$ cat src/rtl/core/rpc_pkg.sv
// Shared types, constants and elaboration-time functions for the rectangular/polar converter.
package rpc_pkg;

  localparam int unsigned DW        = 34;
  localparam int unsigned FRAC_BITS = 14;
  localparam int unsigned TAB_LEN   = 24;

  localparam logic [1:0] FORM_RECT  = 2'd0;
  localparam logic [1:0] FORM_POLAR = 2'd1;

  localparam logic [31:0] ATAN_TAB [TAB_LEN] = '{
    32'h2000_0000, 32'h12E4_051E, 32'h09FB_385B, 32'h0511_11D4, 32'h028B_0D43, 32'h0145_D7E1,
    32'h00A2_F61E, 32'h0051_7C55, 32'h0028_BE53, 32'h0014_5F2F, 32'h000A_2F98, 32'h0005_17CC,
    32'h0002_8BE6, 32'h0001_45F3, 32'h0000_A2FA, 32'h0000_517D, 32'h0000_28BE, 32'h0000_145F,
    32'h0000_0A30, 32'h0000_0518, 32'h0000_028C, 32'h0000_0146, 32'h0000_00A3, 32'h0000_0051
  };

  typedef struct packed {
    logic signed [15:0] first_value;
    logic signed [15:0] second_value;
    logic        [1:0]  form;
  } in_item_t;

  typedef struct packed {
    logic signed [15:0] x_coord;
    logic signed [15:0] y_coord;
    logic        [15:0] magnitude;
    logic signed [15:0] angle;
    logic               mode_out;
    logic               bad_form;
  } result_t;

  typedef struct packed {
    logic                 vect;
    logic                 zero;
    in_item_t             item;
    logic signed [DW-1:0] x;
    logic signed [DW-1:0] y;
    logic        [31:0]   z;
  } stage_t;

  function automatic logic [63:0] isqrt64(input logic [63:0] n_in);
    logic [63:0] n;
    logic [63:0] r;
    logic [63:0] b;
    n = n_in;
    r = '0;
    b = 64'd1 << 62;
    for (int k = 0; k < 32; k++) begin
      if (b > n) b = b >> 2;
    end
    for (int k = 0; k < 32; k++) begin
      if (b != 64'd0) begin
        if (n >= r + b) begin
          n = n - (r + b);
          r = (r >> 1) + b;
        end else begin
          r = r >> 1;
        end
        b = b >> 2;
      end
    end
    return r;
  endfunction

  // Inverse CORDIC gain in Q30 for the given stage count.
  function automatic logic [30:0] gain_inverse(input int unsigned stages);
    logic [63:0] p;
    logic [63:0] kq;
    logic [63:0] num;
    logic [64:0] rem;
    logic [63:0] q;
    p = 64'd1 << 60;
    for (int unsigned i = 0; i < stages; i++) begin
      p = p + (p >> (2 * i));
    end
    kq  = isqrt64(p);
    num = (64'd1 << 60) + (kq >> 1);
    rem = '0;
    q   = '0;
    for (int i = 63; i >= 0; i--) begin
      rem = {rem[63:0], num[i]};
      if (rem >= {1'b0, kq}) begin
        rem  = rem - {1'b0, kq};
        q[i] = 1'b1;
      end
    end
    return q[30:0];
  endfunction

endpackage

$ cat src/rtl/core/rpc_comp.sv
// Gain compensation, rounding, saturation and result assembly.
module rpc_comp #(
  parameter int unsigned STAGES = 16
) (
  input  logic             clk_i,
  input  logic             rst_ni,
  input  logic             valid_i,
  input  rpc_pkg::stage_t  stage_i,
  output logic             valid_o,
  output rpc_pkg::result_t result_o
);
  import rpc_pkg::*;

  localparam int unsigned PW = DW + 32;
  localparam logic [30:0] KINV = gain_inverse(STAGES);

  logic                 mvalid_q;
  stage_t               mstage_q;
  logic signed [PW-1:0] px_d, py_d, px_q, py_q;
  logic signed [PW-1:0] rx, ry;
  logic signed [PW-45:0] sx, sy;
  logic [15:0]          mag_sat;
  logic signed [15:0]   x_sat, y_sat;
  logic [31:0]          ang_rnd;
  logic                 ovalid_q;
  result_t              res_d, res_q;

  assign px_d = PW'(stage_i.x) * PW'($signed({1'b0, KINV}));
  assign py_d = PW'(stage_i.y) * PW'($signed({1'b0, KINV}));

  assign rx = px_q + (PW'(1) <<< 43);
  assign ry = py_q + (PW'(1) <<< 43);
  assign sx = rx[PW-1:44];
  assign sy = ry[PW-1:44];

  always_comb begin
    if (sx[PW-45]) begin
      mag_sat = 16'd0;
    end else if (sx > (PW-44)'(65535)) begin
      mag_sat = 16'hFFFF;
    end else begin
      mag_sat = sx[15:0];
    end
    if (sx > (PW-44)'(32767)) begin
      x_sat = 16'sh7FFF;
    end else if (sx < -(PW-44)'(32768)) begin
      x_sat = -16'sh8000;
    end else begin
      x_sat = sx[15:0];
    end
    if (sy > (PW-44)'(32767)) begin
      y_sat = 16'sh7FFF;
    end else if (sy < -(PW-44)'(32768)) begin
      y_sat = -16'sh8000;
    end else begin
      y_sat = sy[15:0];
    end
  end

  assign ang_rnd = mstage_q.z + 32'h0000_8000;

  always_comb begin
    res_d = '0;
    unique case (mstage_q.item.form)
      FORM_RECT: begin
        res_d.x_coord   = mstage_q.item.first_value;
        res_d.y_coord   = mstage_q.item.second_value;
        res_d.magnitude = mstage_q.zero ? 16'd0 : mag_sat;
        res_d.angle     = mstage_q.zero ? 16'sd0 : ang_rnd[31:16];
      end
      FORM_POLAR: begin
        res_d.x_coord   = x_sat;
        res_d.y_coord   = y_sat;
        res_d.magnitude = mstage_q.item.first_value;
        res_d.angle     = mstage_q.item.second_value;
        res_d.mode_out  = 1'b1;
      end
      default: begin
        res_d.bad_form = 1'b1;
      end
    endcase
  end

  always_ff @(posedge clk_i or negedge rst_ni) begin
    if (!rst_ni) begin
      mvalid_q <= 1'b0;
      ovalid_q <= 1'b0;
    end else begin
      mvalid_q <= valid_i;
      ovalid_q <= mvalid_q;
    end
  end

  always_ff @(posedge clk_i) begin
    if (valid_i) begin
      mstage_q <= stage_i;
      px_q     <= px_d;
      py_q     <= py_d;
    end
    if (mvalid_q) begin
      res_q <= res_d;
    end
  end

  assign valid_o  = ovalid_q;
  assign result_o = res_q;

endmodule
$ cat config.mk
export PLATFORM = sky130hd
export DESIGN_NAME = rpc_comp
export DESIGN_NICKNAME = d
export VERILOG_FILES = /design/src/rtl/core/rpc_pkg.sv /design/src/rtl/core/rpc_comp.sv
export SDC_FILE = /design/constraint.sdc
export NUM_CORES = 2
export LEC_CHECK = 0
export BUFFER_PORTS_ARGS = -buffer_cell sky130_fd_sc_hd__buf_2
export CAP_MARGIN = 40
export CORE_ASPECT_RATIO = 0.6
export CORE_MARGIN = 5
export CORE_UTILIZATION = 66
export DETAILED_ROUTE_END_ITERATION = 12
export PLACE_DENSITY = 0.85
export SYNTH_ARGS = -nofsm -noshare
export SYNTH_HDL_FRONTEND = slang
export SYNTH_SLANG_ARGS = --single-unit
$ cat constraint.sdc
create_clock -name clk_i -period 3.7 [get_ports clk_i]
set_clock_uncertainty 0.1 [all_clocks]
set_input_delay 0.74 -clock clk_i [delete_from_list [all_inputs] [get_ports clk_i]]
set_output_delay 0.74 -clock clk_i [all_outputs]
set_load 0.05 [all_outputs]
Yosys cells after proc, flatten, opt, wreduce, memory -nomap -nowiden
Cells that the tools add are included.
Widths: inputs -> output; s select.
{"block": "totals", "in_bits": 139, "word_cells": 39, "output_inout_bits": 67, "register_bits": 267}
{"block": "classes", "n_reduce_logical": 2, "mul": 2, "eq_ne": 1, "n_mux": 11, "order_cmp": 5, "n_addsub": 3}
{"op": "$add 66x45->66 const B", "count": 2}
{"op": "$mul 34x31->65 const B", "count": 2}
{"op": "$mux 16", "count": 8}
{"op": "$pmux 64 s2", "count": 1}
{"op": "$gt 22x16->1 const B", "count": 2}
{"op": "$lt 22x16->1 const B", "count": 2}
{"op": "$add 32x16->32 const B", "count": 1}
{"op": "$gt 22x17->1 const B", "count": 1}
{"op": "$eq 2x1->1 const B", "count": 1}
{"op": "$logic_not 2->1", "count": 1}
{"op": "$mux 1", "count": 2}
{"op": "$reduce_or 2->1", "count": 1}

Depth between registers and ports, before layout
{"block": "depth", "word_depth": 6, "mapped_depth": 27, "depth_no_buf": 26}

Worst setup path before layout
No wires, ideal clock.
{"block": "synth_timing", "path_type": "input-to-reg", "startpoint": "in stage_i[65] (netlist name)", "endpoint": "reg py_q[61] (data pin)", "arrival_time_ps": 7712, "setup_slack_ps": -4377, "n_path_buf": 1, "cell_stages": 19, "setup_ps": 265, "t_required_ps": 3335, "cell_sequence": "buf_1 -> clkinv_1 -> fa_1 -> fa_1 -> inv_1 -> fa_1 -> fa_1 -> fa_1 -> fa_1 -> ha_1 -> inv_1 -> nor3_1 -> nand3_1 -> o32ai_1 -> nor3_1 -> a31oi_1 -> a41oi_1 -> o21ai_0 -> xor2_1"}
{"block": "synth_between", "elab_chain_cells": 1}
{"element": "start, declared", "line_no": "rpc_comp.sv:8", "source": "input rpc_pkg::stage_t stage_i,"}
{"element": "$mul 34x31->65", "line_no": "rpc_comp.sv:29", "source": "assign py_d = PW'(stage_i.y) * PW'($signed({1'b0, KINV}));"}
{"element": "via py_d[61]", "line_no": "rpc_comp.sv:19", "source": "logic signed [PW-1:0] px_d, py_d, px_q, py_q;"}
{"element": "end signal, assigned", "line_no": "rpc_comp.sv:98", "source": "py_q <= py_d;"}
{"element": "end, declared", "line_no": "rpc_comp.sv:19"}
The timed path passes the listed nets, and every way through them passes these cells.
A chain may end at the register's enable or synchronous reset.

Worst setup path in the final report
{"block": "layout_timing", "startpoint": "in stage_i[91] (netlist name)", "endpoint": "reg px_q[62] (data pin)"}
{"block": "layout_between", "elab_chain_cells": 1}
{"element": "$mul 34x31->65", "line_no": "rpc_comp.sv:28", "source": "assign px_d = PW'(stage_i.x) * PW'($signed({1'b0, KINV}));"}
{"element": "via px_d[62]", "line_no": "rpc_comp.sv:19"}
{"element": "end signal, assigned", "line_no": "rpc_comp.sv:97", "source": "px_q <= px_d;"}
{"element": "end, declared", "line_no": "rpc_comp.sv:19"}
The timed path passes the listed nets, and every way through them passes these cells.

==> results.toml <==
[detailed_routing]
vias = 37700
drt-pass1-iter-count = 8
vias_per_cell = 5.88
drt_wl_total_mm = 161
wire_per_inst_um = 25.1
drc = 0
drt_iter0_markers = 4324
postRouteAntennaNets = 0

[die]
core_area_um2 = 69800
die_area_um2 = 75900
pin_count = 206
die-height_um = 215
die_x_um = 352
start_util_pct = 66.5
rows = 75

[synthesis]
yosysWarnings = 0
synth_cell_types = 83
synth_enable_flop_cells = 162
netlist_area_um2 = 46400
ys.flop_type = "edfxtp_1"
synth_nets = 6235
synth_cells = 4376
ys_ff_latch = 164
syn_avg_cell_area_um2 = 10.6
synthArstFlopShare_pct = 1.22
synth-seq-area-share_pct = 10.6

[setup_path]
critPathLaunchType = "input pin"
reg2reg_to = "result_o[57]"
critPathArrivalTime_ns = 7.73
cp_max_fo = 4
endpoint_kind = "flop"
r2r-start = "px_q[43]"
startpoint = "stage_i[91]"
worst-setup-path-type = "input pin to flop"
required_ns = 3.86
r2r_cells = 9
r2r_slack_ns = 0.10

[place]
portBuffers = 189
gp_congestion = 1.05
dpl.hpwl_mm = 128
dpl.cell_count = 6298

[timing]
layout_setup_ws_ns = -3.87
slew_viol_final = 0
max_freq_mhz = 132
rsz0062_at_grt = "yes"
hold_viol = 0
period_share_pct = 205
final-setup-viol-count = 44
tightest_slew_ns = 0.859
layout_min_cycle_time_ns = 7.57
max_slew_margin_pct = 42.5

[cts]
cts_root_buf = "clkbuf_16"
insertion_delay_ns = 0.45
cts_made_buffers = 17
cts.clk_slew.worst_paths_ns = 0.07
tritoncts = "built"
clock-sinks = 164
h-tree-depth = 4
clock_path_buffers = 2

[final_layout]
nets = 7327
drive_above_1_share_pct = 30.0
final_cell_count_no_fill = 6409
synthToLayoutAreaGrowth_pct = 27.6
nFillCells = 3536

[hold_path]
whs_path_depth = 1
hold_path_class = "input pin to flop"
worstHoldEndpoint = "mstage_q[112]"
hp-start = "stage_i[112]"

[run_status]
outcome = "finished with violations"
violations = "negative setup slack"

[grt]
grt_first_pass_wirelength_mm = 237
grt.total_usage_pct = 41.2
grt_pass1_vias = 41300
grt_max_degree = 53
antenna_found_initial = 3
overflow = 0

[job]
maxCapViolations = 0
==> critical path, stage by stage <==
cell,delay [ns]
buf_4,0.16
ha_4,0.25
buf_6,0.14
fa_1,0.55
inv_1,0.07
fa_1,0.47
fa_1,0.58
inv_1,0.07
fa_1,0.55
fa_1,0.45
fa_1,0.54
fa_2,0.51
ha_1,0.39
nand2_1,0.09
or3_4,0.42
a311oi_2,0.30
o311a_1,0.24
a211oi_4,0.07
buf_12,0.16
o21ai_4,0.18
a31oi_4,0.15
o41ai_4,0.39
xor2_1,0.25
==> worst max-delay path by stage <==
stage | end | slack, ns | depth (start not counted)
after floorplan | px_q[64] | -3.30 | 24
after global placement | px_q[60] | -4.37 | 22
after detailed placement | px_q[60] | -4.42 | 22
after CTS | px_q[64] | -3.60 | 26
after global routing | px_q[62] | -3.95 | 23
final | px_q[62] | -3.87 | 23
==> cells in the final DEF, fill, tap and decap left out, drive strengths merged, types with 26 or more instances in the layout <==
cell and n:
o21ai 98, nor2 70, a22oi 26, a21o 48, xnor2 98, nand2 146
fa 1107, inv 1528, a21oi 111, edfxtp 162, buf 1102, nand4 43
xor2 34, nand3 43, ha 613
==> per-stage QoR <==
| step | worst slack, ns | hold slack (ns) | TNS (ns) | instance area, um2 | utilization [%] |
|---|---|---|---|---|---|
| 2_1_floorplan | -3.30 | 0.344 | -130.99 | 47100 | - |
| 3_3_place_gp | -4.37 | 0.426 | -172.59 | 55500 | 79.4 |
| 3_5_place_dp | -4.42 | 0.427 | -175.06 | 55500 | 79.5 |
| 4_1_cts | -3.60 | 0.370 | -142.25 | 58500 | 83.8 |
| 5_1_grt | -3.95 | 0.356 | -154.96 | 59200 | 84.8 |
| 6_report | -3.87 | 0.373 | -150.11 | 59200 | 84.8 |
==> synthesized netlist by cell type, types with 17 or more instances <==
| library cell | instances | area share (%) |
|---|---|---|
| nand3_1 | 43 | 0.46 |
| a21oi_1 | 110 | 1.2 |
| xor2_1 | 34 | 0.64 |
| inv_1 | 1530 | 12 |
| nand2_1 | 146 | 1.2 |
| nor3_1 | 17 | 0.18 |
| ha_1 | 613 | 17 |
| nor2_1 | 69 | 0.56 |
| fa_1 | 1107 | 48 |
| a21o_1 | 48 | 0.78 |
| xnor2_1 | 98 | 1.8 |
| edfxtp_1 | 162 | 10 |
| o21ai_0 | 96 | 1.0 |
| a22oi_1 | 26 | 0.42 |
| clkbuf_1 | 20 | 0.16 |
| nand4_1 | 42 | 0.57 |
==> state kept, by name (all words and copies together) (netlist names) <==
signal,cells
result_o,66
px_q,22
mvalid_q,1
valid_o,1
py_q,22
mstage_q,52
==> repair_timing <==
| action | in CTS | in global routing |
|---|---|---|
| hold buffers | 1 | 0 |
| setup endpoints to repair | 44 | 59 |
| buffers inserted | 56 | 27 |
| pin swaps | 239 | 102 |
| gates resized for setup | 493 | 138 |
| hold endpoints to repair | 2 | 0 |
==> logic make-up after synthesis <==
group                    count (synthesis)  synth area share, %
adder cells (fa/ha/maj)               1720                 64.3
buffers and inverters                 1563                 12.7
AO/OA/AOI/OAI                          404                 5.75
AND/OR/NAND/NOR                        388                 4.07
flip-flops                             164                 10.6
XOR/XNOR                               132                 2.49
multiplexers                             5                0.116
==> metal layers <==
| layer | part of all wire, % | GRT usage [%] | up-vias |
|---|---|---|---|
| met5 | 0 | 0 | - |
| met4 | 4.9 | 11.8 | 0 |
| met3 | 14 | 14.7 | 632 |
| met2 | 45 | 63.9 | 2881 |
| met1 | 36 | 55.6 | 18800 |
| li1 | - | - | 15400 |
==> layout make-up <==
type / instances / area (um2) / share of cell area (%)
antenna: 4 / 10.0 / 0.0169
clock buffer: 17 / 425 / 0.718
clock inverter: 15 / 131 / 0.222
inverter: 1533 / 5830 / 9.85
multi-input combinational: 2649 / 38200 / 64.5
sequential: 164 / 4920 / 8.30
tap: 924 / 1160 / 1.95
timing repair buffer: 1103 / 8540 / 14.4
Power is not shown: default switching activity piles up to over one toggle a cycle in this logic, so the estimate is an artifact.
