### src/rtl/core/rpc_pkg.sv
// Shared types, constants and elaboration-time functions for the rectangular/polar converter.
package rpc_pkg;

  localparam int unsigned DW        = 34;
  localparam int unsigned FRAC_BITS = 14;
  localparam int unsigned TAB_LEN   = 24;

  localparam logic [1:0] FORM_RECT  = 2'd0;
  localparam logic [1:0] FORM_POLAR = 2'd1;

  localparam logic [31:0] ATAN_TAB [TAB_LEN] = '{
    32'h2000_0000, 32'h12E4_051E, 32'h09FB_385B, 32'h0511_11D4, 32'h028B_0D43, 32'h0145_D7E1,
    32'h00A2_F61E, 32'h0051_7C55, 32'h0028_BE53, 32'h0014_5F2F, 32'h000A_2F98, 32'h0005_17CC,
    32'h0002_8BE6, 32'h0001_45F3, 32'h0000_A2FA, 32'h0000_517D, 32'h0000_28BE, 32'h0000_145F,
    32'h0000_0A30, 32'h0000_0518, 32'h0000_028C, 32'h0000_0146, 32'h0000_00A3, 32'h0000_0051
  };

  typedef struct packed {
    logic signed [15:0] first_value;
    logic signed [15:0] second_value;
    logic        [1:0]  form;
  } in_item_t;

  typedef struct packed {
    logic signed [15:0] x_coord;
    logic signed [15:0] y_coord;
    logic        [15:0] magnitude;
    logic signed [15:0] angle;
    logic               mode_out;
    logic               bad_form;
  } result_t;

  typedef struct packed {
    logic                 vect;
    logic                 zero;
    in_item_t             item;
    logic signed [DW-1:0] x;
    logic signed [DW-1:0] y;
    logic        [31:0]   z;
  } stage_t;

  function automatic logic [63:0] isqrt64(input logic [63:0] n_in);
    logic [63:0] n;
    logic [63:0] r;
    logic [63:0] b;
    n = n_in;
    r = '0;
    b = 64'd1 << 62;
    for (int k = 0; k < 32; k++) begin
      if (b > n) b = b >> 2;
    end
    for (int k = 0; k < 32; k++) begin
      if (b != 64'd0) begin
        if (n >= r + b) begin
          n = n - (r + b);
          r = (r >> 1) + b;
        end else begin
          r = r >> 1;
        end
        b = b >> 2;
      end
    end
    return r;
  endfunction

  // Inverse CORDIC gain in Q30 for the given stage count.
  function automatic logic [30:0] gain_inverse(input int unsigned stages);
    logic [63:0] p;
    logic [63:0] kq;
    logic [63:0] num;
    logic [64:0] rem;
    logic [63:0] q;
    p = 64'd1 << 60;
    for (int unsigned i = 0; i < stages; i++) begin
      p = p + (p >> (2 * i));
    end
    kq  = isqrt64(p);
    num = (64'd1 << 60) + (kq >> 1);
    rem = '0;
    q   = '0;
    for (int i = 63; i >= 0; i--) begin
      rem = {rem[63:0], num[i]};
      if (rem >= {1'b0, kq}) begin
        rem  = rem - {1'b0, kq};
        q[i] = 1'b1;
      end
    end
    return q[30:0];
  endfunction

endpackage

### src/rtl/core/rpc_prep.sv
// Input cell: forms the starting vector and angle for vectoring or rotation.
module rpc_prep (
  input  logic              clk_i,
  input  logic              rst_ni,
  input  logic              valid_i,
  input  rpc_pkg::in_item_t item_i,
  output logic              valid_o,
  output rpc_pkg::stage_t   stage_o
);
  import rpc_pkg::*;

  logic                 valid_q;
  stage_t               stage_d, stage_q;
  logic signed [DW-1:0] a_ext, b_ext;
  logic [31:0]          z_rot;

  assign a_ext = DW'(item_i.first_value) <<< FRAC_BITS;
  assign b_ext = DW'(item_i.second_value) <<< FRAC_BITS;
  assign z_rot = {item_i.second_value, 16'h0000};

  always_comb begin
    stage_d      = '0;
    stage_d.item = item_i;
    stage_d.vect = (item_i.form == FORM_RECT);
    stage_d.zero = (item_i.first_value == 16'sd0) && (item_i.second_value == 16'sd0);
    if (stage_d.vect) begin
      if (a_ext[DW-1]) begin
        stage_d.x = -a_ext;
        stage_d.y = -b_ext;
        stage_d.z = 32'h8000_0000;
      end else begin
        stage_d.x = a_ext;
        stage_d.y = b_ext;
        stage_d.z = 32'h0000_0000;
      end
    end else begin
      stage_d.y = '0;
      if (z_rot[31] != z_rot[30]) begin
        stage_d.x = -a_ext;
        stage_d.z = z_rot ^ 32'h8000_0000;
      end else begin
        stage_d.x = a_ext;
        stage_d.z = z_rot;
      end
    end
  end

  always_ff @(posedge clk_i or negedge rst_ni) begin
    if (!rst_ni) begin
      valid_q <= 1'b0;
    end else begin
      valid_q <= valid_i;
    end
  end

  always_ff @(posedge clk_i) begin
    if (valid_i) begin
      stage_q <= stage_d;
    end
  end

  assign valid_o = valid_q;
  assign stage_o = stage_q;

endmodule

### config.mk
export PLATFORM = sky130hd
export DESIGN_NAME = rpc_prep
export DESIGN_NICKNAME = d
export VERILOG_FILES = /design/src/rtl/core/rpc_pkg.sv /design/src/rtl/core/rpc_prep.sv
export SDC_FILE = /design/constraint.sdc
export NUM_CORES = 1
export LEC_CHECK = 0
export BUFFER_PORTS_ARGS = -buffer_cell sky130_fd_sc_hd__buf_2
export CAP_MARGIN = 20
export CELL_PAD_IN_SITES_DETAIL_PLACEMENT = 0
export CELL_PAD_IN_SITES_GLOBAL_PLACEMENT = 2
export CORE_AREA = 8 8 137 151
export DETAILED_ROUTE_END_ITERATION = 6
export DIE_AREA = 0 0 145 159
export MAX_ROUTING_LAYER = met4
export PLACE_DENSITY_LB_ADDON = 0.25
export SETUP_SLACK_MARGIN = 0.3
export SLEW_MARGIN = 20
export SYNTH_ARGS = -nofsm -noshare
export SYNTH_HDL_FRONTEND = slang
export SYNTH_SLANG_ARGS = --single-unit
export TNS_END_PERCENT = 10
### constraint.sdc
create_clock -name clk_i -period 0.8 [get_ports clk_i]
set_input_delay 0.04 -clock clk_i [delete_from_list [all_inputs] [get_ports clk_i]]
set_output_delay 0.04 -clock clk_i [all_outputs]
set_load 0.05 [all_outputs]
== Yosys cells after proc, flatten, opt, wreduce, memory -nomap -nowiden ==
Cells that the tools add are included.
Storage, ports and cells
  register bits after elaboration: 137
  input port bits: 37
  output and inout bits: 137
  word-level logic and storage cells: 23
Cells by class
  $add $sub $neg: 2
  eq/ne operators: 1
  muxes and demuxes: 4
  bitwise gates (word level): 1
  reduce and logical (&&, ||, !) cells: 5
Operator list (count)
  two-way mux 100 bit: 2
  negation 30 -> 34 bit: 2
  two-way mux 34 bit: 1
  zero test 16 bit: 2
  two-way mux 32 bit: 1
  zero test 2 bit: 1
  AND reduction 2 bit: 1
  logical AND 1 bit: 1
  != test 1 bit: 1
  inverter 1 bit: 1

== Longest topological paths before layout ==
Gate-level depths: netlist (run 1).
  depth in word-level cells: 3
  mapped depth: 8
  depth with buffers taken out: 8

== Worst setup path before layout (run 1) ==
OpenSTA, ideal clock, no wires.
  path kind: in2reg
  from: input port item_i[19] in the netlist's numbering
  to: register stage_q, in the netlist stage_o[98], data pin
  setup time: 0.152 ns
  arrival: 1.661 ns
  data required time: 0.648 ns
  path slack: -1.013 ns
  stages on the path: 8
  buffers on the path: 0
  path through: inv_1 ha_1 nor3b_1 nand3_1 nor4_1 ha_1 mux2_2 o21ai_0
RTL lines
  start, declared: line rpc_prep.sv:6  | input rpc_pkg::in_item_t item_i,
  end signal, assigned: line rpc_prep.sv:58  | stage_q <= stage_d;
  end, declared: line rpc_prep.sv:13  | stage_t stage_d, stage_q;

== Worst setup path after layout (run 1) ==
  from: input port item_i[3] in the netlist's numbering
  to: register stage_q, in the netlist stage_o[58], data pin
On the way
  word-level cells in the longest chain between the ends: 2
RTL lines
  negation 30 -> 34 bit: line rpc_prep.sv:29  | stage_d.y = -b_ext;
  two-way mux 100 bit: line rpc_prep.sv:27  | if (a_ext[DW-1]) begin
Every way passes these cells.
A chain may end at the register's enable or synchronous reset.

==> results.yml, run 1 <==
timing:
  timing.slew.headroom_pct: 53.52
  rsz0062_at_grt: "yes"
  layout_setup_ws_ns: -0.5375
  hold_viol_final: 12
  fmax_mhz: 747.6
  fin_crit_ns: 1.338
  tightest_slew_ns: 0.6876
  holdWs_ns: -0.1165
  drv_slew: 0
  setup_viol: 127
  period_share_pct: 167.2
  setup_tns_ns: -25.23
floorplan:
  floorplan.initialDensity_pct: 23.48
  die_w_um: 145
  dieArea_um2: 23060
  design.core.area_um2: 18150
  io_pins: 174
  rows: 52
  die_height_um: 159
power:
  p_per_area_nw_per_um2: 2035
  p_clk_share_pct: 28.6
  pwr-share-comb_pct: 30.4
  p_sw_mw: 5.169
  ir_drop_mv: 0.9757
  seqPwrFrac_pct: 41.0
  p_sw_share_pct: 35.19
  internal-power_mw: 9.521
  power_mw: 14.69
  leakagePower_nw: 2.975
setup_path:
  crit_type: "input pin to register"
  cp-start-kind: "input pin"
  crit_required_ns: 0.90
  crit_path_end_kind: "register"
  cp.arrival_ns: 1.44
  crit_fanout: 6
placement:
  hpwlAfterDp_mm: 9.161
  port_buffers: 129
  post-place-ws_ns: -1.065
  gp_congestion: 0.7493
global_route:
  grt_pass1_vias: 3381
  grt_use_total_pct: 11.22
  grt_antenna_before_repair: 1
  grt_max_degree: 29
  overflow: 0
  grt_pass1_wl_mm: 19.66
clock_tree:
  clockBufferDepth: 2
  h-tree-depth: 3
  path_clk_slew_ns: 0.07
  tritoncts: "built"
  ctsHoldBuffers: 1
  numCtsBuffers: 9
  cts.sink_count: 92
  cts_root_buf: "clkbuf_16"
synth:
  yosys-top-cells-area: "edfxtp_1 (64%), buf_4 (7.9%), xor2_1 (2.9%)"
  yosys_warnings: 0
  async_reset_ff_share_pct: 1.087
  synth_area_um2: 4262
  yosys_register_bits: 92
  synthCells: 312
  synth_largest_area_cell: "edfxtp_1"
  synth_cell_type_count: 41
  synth_top_area_share_pct: 64.12
  synth_edf_count: 91
  synth_ff_type: "edfxtp_1"
  yosysSeqAreaShare_pct: 64.71
  postSynthAreaPerCell_um2: 13.66
run:
  drv_cap: 0
route:
  firstDrtPassIters: 4
  wire_per_inst_um: 16.41
  drc_errors: 0
  drt-initial-drc-count: 157
  via_count: 3080
  ant_nets: 0
  viasPerCell: 4.000
  wl_mm: 12.64
cells_and_area:
  regArea_um2: 2758
  final_cell_mix: "buf_6 (111), edfxtp_1 (91), buf_4 (62), conb_1 (44), nor2_1 (22)"
  final_nets: 566
  n_fill_cell: 1715
  multi_input_area_um2: 1650
  final_layout_size_suffix_gt1_share_pct: 53.42
  syn2layout_area_growth_pct: 69.44
  layout_commonest_cell: "buf_6"
min_path:
  hp-start: "item_i[16]"
  hold_depth: 1
  holdPathEnd: "stage_o[116]$_DFFE_PP_"
  hold_class: "input pin to register"
status:
  outcome: "finished with violations"
  violations: "negative hold slack, negative setup slack"
## routing by layer
metal / wire [um] / part of all wire (%) / track usage [%]
met5: 0 / 0 / -
met4: 111 / 0.88 / 3.159
met3: 1026 / 8.1 / 4.861
met2: 6243 / 49 / 18.07
met1: 5255 / 42 / 12.44
## cells in the mapped netlist (2+ instances only)
master and number:
a211oi_1 4, or4_4 2, nor2_1 24, a21oi_1 6, nand2_1 10, a21o_1 5
edfxtp_1 91, or2_2 2, and2_1 12, buf_4 45, xnor2_1 11, mux2i_1 5
clkbuf_1 8, nor3_1 2, nor4_1 7, or3_1 5, inv_1 9, ha_1 8
or2_1 2, o21ai_0 11, nand3_1 2, o31ai_1 5, o41ai_2 2, o41ai_1 3
buf_2 2, xor2_1 14
## critical path, stage by stage
cell	delay (ns)
buf_12	0.12
inv_12	0.04
ha_4	0.11
or4b_4	0.53
buf_4	0.17
o41ai_4	0.20
xor2_1	0.17
nor2_1	0.05
## flip-flops by register name, indices dropped and copies added, names as in the netlist
register	flops
valid_o	1
stage_o	91
## worst max path at each step
stage                     cells past startpoint  startpoint  slack [ns]                        end
after floorplan                               8  item_i[19]       -0.79      stage_o[98]$_DFFE_PP_
after global placement                        5   item_i[3]       -1.06  stage_o[59]$_SDFFCE_PN0P_
after detailed placement                      5   item_i[3]       -1.06  stage_o[59]$_SDFFCE_PN0P_
after CTS                                     5   item_i[4]       -0.60  stage_o[59]$_SDFFCE_PN0P_
after global routing                          8   item_i[2]       -0.60  stage_o[58]$_SDFFCE_PN0P_
final                                         8   item_i[3]       -0.54  stage_o[58]$_SDFFCE_PN0P_
## through the flow
step / cells / area, um^2 / utilization, % / hold slack, ns
after CTS: 762 / 7072 / 38.96 / -0.1482
after floorplan: 355 / 4533 / - / -0.2556
final: 770 / 7221 / 39.78 / -0.1165
after detailed placement: 733 / 5613 / 30.92 / -0.1831
after global routing: 770 / 7221 / 39.78 / -0.1363
after global placement: 733 / 5613 / 30.92 / -0.1853
## timing repair
action,CTS,global route
cloned,0,0
endpoints found under the hold margin,23,15
resized for setup,291,22
pin swaps,34,19
setup endpoints to repair,150,150
buffers inserted,12,7
## power by group through the flow
| stage | Clock, mW | Sequential [mW] | Combinational (mW) |
|---|---|---|---|
| global route | 4.53 | 6.07 | 4.69 |
| CTS | 4.38 | 6.03 | 4.44 |
| floorplan | 0 | 7.56 | 1.14 |
| global placement | 0 | 6.02 | 3.65 |
| detailed placement | 0 | 6.02 | 3.65 |
| finish | 4.19 | 6.03 | 4.47 |
## kinds of logic (layout without fill, tap and decap cells)
| logic type | Yosys count | count (layout) | share of synthesized area (%) |
|---|---|---|---|
| flops | 92 | 92 | 64.71 |
| simple gates | 73 | 73 | 9.102 |
| buf+inv | 65 | 236 | 9.747 |
| compound gates | 42 | 42 | 7.428 |
| xor+xnor | 25 | 25 | 5.138 |
| fa+ha+maj | 8 | 8 | 2.349 |
| mux | 6 | 6 | 1.439 |
| other cells | 1 | 45 | 0.08800 |
## area by class of cell
type	count	area share [%]
Antenna cell	1	0.03466
Multi-Input combinational cell	198	22.86
Tap cell	243	4.211
Sequential cell	92	38.19
Clock inverter	6	0.7278
Inverter	9	1.126
Timing Repair Buffer	211	29.68
Clock buffer	10	3.171
No activity file was read; power rests on OpenSTA's default activity.
==> run 2: changes to the inputs <==
Clock period 0.8 ns to 1.5 ns, I/O delays scaled along.
==> run 2 against run 1 <==
  * The run now ends clean
  * Non-clock buffer count shrank 6
  * Setup slack gained 0.57 ns
  * Final area shrank 10%
  * Global-route usage shrank 0.35 points
  * Critical path type unchanged
  * Largest cell class unchanged
==> results.yml, run 2 (synthesis gave the netlist of run 1 again) <==
status:
  outcome: "finished, final reports clean"
power:
  ir_drop_mv: 0.4881
  leakagePower_nw: 2.718
  p_per_area_nw_per_um2: 1190
  power_mw: 7.707
clock_tree:
  clockBufferDepth: 2
  path_clk_slew_ns: 0.07
  numCtsBuffers: 9
  h-tree-depth: 3
  cts_root_buf: "clkbuf_16"
  tritoncts: "built"
  cts.sink_count: 92
timing:
  fmax_mhz: 680.8
  timing.slew.headroom_pct: 58.85
  setup_viol: 0
  tightest_slew_ns: 0.6087
  layout_setup_ws_ns: 0.03105
  drv_slew: 0
  hold_viol_final: 0
  period_share_pct: 97.93
  setup_tns_ns: 0
  fin_crit_ns: 1.469
  rsz0062_at_grt: "yes"
setup_path:
  crit_path_end_kind: "register"
  crit_fanout: 2
  crit_required_ns: 1.70
  cp-start-kind: "input pin"
  cp.arrival_ns: 1.67
  crit_type: "input pin to register"
cells_and_area:
  final_cell_mix: "buf_2 (119), edfxtp_1 (91), buf_4 (57), conb_1 (44), nor2_1 (23)"
  finalNonFillerCells: 764
  final_layout_size_suffix_gt1_share_pct: 50.19
  syn2layout_area_growth_pct: 51.94
  n_fill_cell: 1788
  final_nets: 560
  layout_commonest_cell: "buf_2"
  largest_reg_flops: 91
floorplan:
  design.core.area_um2: 18150
  dieArea_um2: 23060
  die_height_um: 159
  rows: 52
  floorplan.initialDensity_pct: 23.48
  io_pins: 174
  die_w_um: 145
min_path:
  hold_class: "input pin to register"
route:
  firstDrtPassIters: 4
  via_count: 3047
  wire_per_inst_um: 16.09
  wl_mm: 12.29
  drc_errors: 0
  drt-initial-drc-count: 111
  viasPerCell: 3.988
  ant_nets: 0
global_route:
  grt_use_total_pct: 10.87
  grt_pass1_vias: 3396
  overflow: 0
  grt_antenna_before_repair: 1
  grt_max_degree: 59
  grt_pass1_wl_mm: 19.09
placement:
  hpwlAfterDp_mm: 9.106
  gp_congestion: 0.7142
  place_inst: 729
  post-place-ws_ns: -0.4878
  port_buffers: 129
run:
  drv_cap: 0
[run 2: area by class of cell]
class	instances	area, um^2	share of cell area (%)
diodes	1	2.502	0.03865
clock buffers	9	225.2	3.478
clock inverters	7	98.84	1.527
inverters	9	73.82	1.140
multi-input cells	198	1635	25.26
flip-flops and latches	92	2758	42.59
well taps	243	304.0	4.696
repair buffers	205	1378	21.28
[run 2: what timing repair did]
| action | 4_1_cts | 5_1_grt |
|---|---|---|
| setup buffers | 6 | 3 |
| endpoints found under the hold margin | 7 | 1 |
| pin swaps | 8 | 39 |
| gates resized for setup | 19 | 71 |
| gates cloned | 0 | 0 |
| hold buffers | 8 | 1 |
| endpoints found under the setup margin | 24 | 35 |
[run 2: per-stage QoR]
stage / hold slack (ns) / area [um^2] / util (%)
6_report: 0.02344 / 6475 / 35.67
2_1_floorplan: -0.2206 / 4526 / -
4_1_cts: 0.003111 / 6098 / 33.60
3_3_place_gp: -0.1504 / 5538 / 30.51
3_5_place_dp: -0.1501 / 5538 / 30.51
5_1_grt: 0.01095 / 6475 / 35.67
[run 2: power by group]
group	internal [mW]	switching [mW]	leakage (nW)
sequential	3.10	0.0618	0.896
combinational	0.502	1.54	1.67
clock	1.47	1.03	0.156
[run 2: critical path, cell delays in order]
cell	delay, ns
buf_8	0.10
nor4_4	0.28
buf_4	0.19
nand3_4	0.08
buf_6	0.13
nor4_4	0.17
ha_1	0.28
mux2_4	0.26
o21ai_2	0.12
[run 2: path summary, 6_finish.rpt]
check | depth (start not counted) | startpoint | end
setup / recovery | 9 | item_i[25] | stage_o[98]$_DFFE_PP_
hold / removal | 2 | item_i[23] | stage_o[123]$_DFFE_PP_
max in group asynchronous | 3 | rst_ni | valid_o$_DFF_PN0_
min in group asynchronous | 3 | rst_ni | valid_o$_DFF_PN0_
[run 2: metal layers]
layer	track usage (%)	vias to the layer above	share of wire, %
met5	-	-	0
met1	12.46	1463	43
li1	-	1455	-
met4	3.016	0	0.98
met3	4.434	11	7.9
met2	17.22	118	49
==> run 3: changes to the inputs <==
Settings changed: CORE_AREA 8 8 137 151 to 2 2 131 145, DIE_AREA 0 0 145 159 to 0 0 133 147, MAX_ROUTING_LAYER met4 to default.
==> run 3 against run 2 <==
  * Global-route usage increased by 0.51 points
  * Worst hold slack improved by 0.0074 ns
  * Combinational power is 2% lower
  * Final area down 2.5%
  * Wire length down 8.5%
  * Utilization decreased by 0.90 points
  * Sequential power hardly changed
  * Largest power group unchanged
==> results.yml, run 3 (synthesis gave the netlist of run 1 again) <==
status:
  outcome: "finished, final reports clean"
setup_path:
  crit_type: "input pin to register"
  slowest_stage: "nor4_4"
  crit_top_cell: "nor4_4"
  crit_fanout: 4
  crit_path_end_kind: "register"
  cp_num_buf_inv: 2
  cp.arrival_ns: 1.58
  worstPathCellList: "buf_8 > nor4_4 > buf_4 > nand3_4 > nor4_4 > ha_1 > mux2_4 > o21ai_1"
  cpPeakStageDelay_ns: 0.29
  crit_required_ns: 1.70
  crit_family: "simple AND/OR/NAND/NOR gates"
  cp-start-kind: "input pin"
route:
  ant_nets: 0
  wl_mm: 11.25
  drc_errors: 0
  via_count: 3068
  firstDrtPassIters: 4
  drt-initial-drc-count: 144
  viasPerCell: 4.010
  wire_per_inst_um: 14.70
timing:
  fin_crit_ns: 1.373
  setup_viol: 0
  rsz0062_at_grt: "yes"
  layout_setup_ws_ns: 0.1266
  hold_viol_final: 0
  drv_slew: 0
  fmax_mhz: 728.1
  period_share_pct: 91.56
global_route:
  use_met2_pct: 18.58
  grt_use_met1_pct: 13.52
  grt_pass1_vias: 3112
  grt_antenna_before_repair: 0
  grt-busiest-layer: "met2"
  overflow: 0
  grt_pass1_wl_mm: 16.99
  grt_max_degree: 37
  grt_use_total_pct: 11.38
  grt_util_met3_pct: 4.348
floorplan:
  die_w_um: 133
  design.core.area_um2: 18150
  rows: 52
  floorplan.initialDensity_pct: 23.48
  io_pins: 174
  die_height_um: 147
  dieArea_um2: 19550
run:
  drv_cap: 0
clock_tree:
  cts.sink_count: 92
  h-tree-depth: 3
  cts_root_buf: "clkbuf_16"
  clockBufferDepth: 2
  numCtsBuffers: 9
  tritoncts: "built"
  path_clk_slew_ns: 0.07
cells_and_area:
  layout_commonest_cell: "buf_2"
  regArea_um2: 2758
  antennaDiodeCount: 0
  largest_reg_flops: 91
  final_cell_mix: "buf_2 (122), edfxtp_1 (91), buf_4 (66), conb_1 (44), nor2_1 (24)"
  utilization_pct: 34.77
  final_layout_size_suffix_gt1_share_pct: 48.08
  n_fill_cell: 1827
  final_nets: 562
  post-route-cell-area_um2: 6312
  syn2layout_area_growth_pct: 48.12
  multi_input_area_um2: 1485
power:
  p_clk_share_pct: 34.1
  seqPwrFrac_pct: 40.3
  leakagePower_nw: 2.660
  p_sw_share_pct: 33.21
  p_per_area_nw_per_um2: 1239
  pwr-share-comb_pct: 25.5
  ir_drop_mv: 0.5882
  p_sw_mw: 2.597
  internal-power_mw: 5.224
placement:
  gp_congestion: 0.7230
  dpl_cell_area_um2: 5595
  port_buffers: 129
  post-place-ws_ns: -0.5125
  hpwlAfterDp_mm: 8.338
min_path:
  hold_class: "input pin to register"
run 3: cell types whose count changed in the layout (fill, tap and decap cells not counted), moves of 2 or more:
| cell | delta |
|---|---|
| o21ai_2 | -4 |
| o31ai_4 | -4 |
| o31ai_2 | +3 |
| buf_4 | +9 |
| a21oi_2 | -3 |
| buf_2 | +3 |
| a21oi_1 | +3 |
| buf_6 | -10 |
| o21ai_0 | +4 |
| nor4_2 | +2 |
| o41ai_4 | -2 |
run 3: final timing paths:
| path | startpoint | endpoint | slack [ns] | cells after the start |
|---|---|---|---|---|
| max | item_i[25] | stage_o[98]$_DFFE_PP_ | 0.13 | 8 |
| max in group asynchronous | rst_ni | valid_o$_DFF_PN0_ | 0.85 | 3 |
| min in group asynchronous | rst_ni | valid_o$_DFF_PN0_ | 0.55 | 3 |
| min | item_i[31] | stage_o[131]$_DFFE_PP_ | 0.03 | 2 |
run 3: layout make-up:
class,instances,area share [%]
sequential,92,43.69
timing repair buffer,207,21.27
tap,243,4.817
inverter,9,1.169
clock inverter,7,1.962
multi-input combinational,198,23.53
clock buffer,9,3.568
run 3: what timing repair did:
action | CTS | global route
gates resized for setup | 18 | 28
pin swaps | 8 | 11
endpoints found under the setup margin | 28 | 30
gates cloned | 0 | 0
hold buffers | 9 | 0
hold endpoints to repair | 8 | 0
buffers inserted | 2 | 3
run 3: power by group through the flow:
stage               clock network, mW  registers, mW  logic, mW
finish                           2.67           3.15       2.00
floorplan                           0           4.03      0.606
global route                     2.87           3.18       2.10
CTS                              2.77           3.16       1.98
global placement                    0           3.21       1.93
detailed placement                  0           3.21       1.94
run 3: layer usage:
metal,vias to the layer above,share of wire (%)
met5,-,0
met1,1463,42
met4,0,1.7
met3,14,8.7
met2,137,47
li1,1454,-
run 3: metrics by stage:
step                hold slack [ns]  total power, mW  cells  setup TNS (ns)
floorplan                   -0.2206            4.639    355          -1.299
CTS                        0.004286            7.917    762               0
global placement            -0.1502            5.141    735          -6.717
global route               0.008416            8.150    765               0
finish                      0.03082            7.822    765               0
detailed placement          -0.1472            5.148    735          -7.380
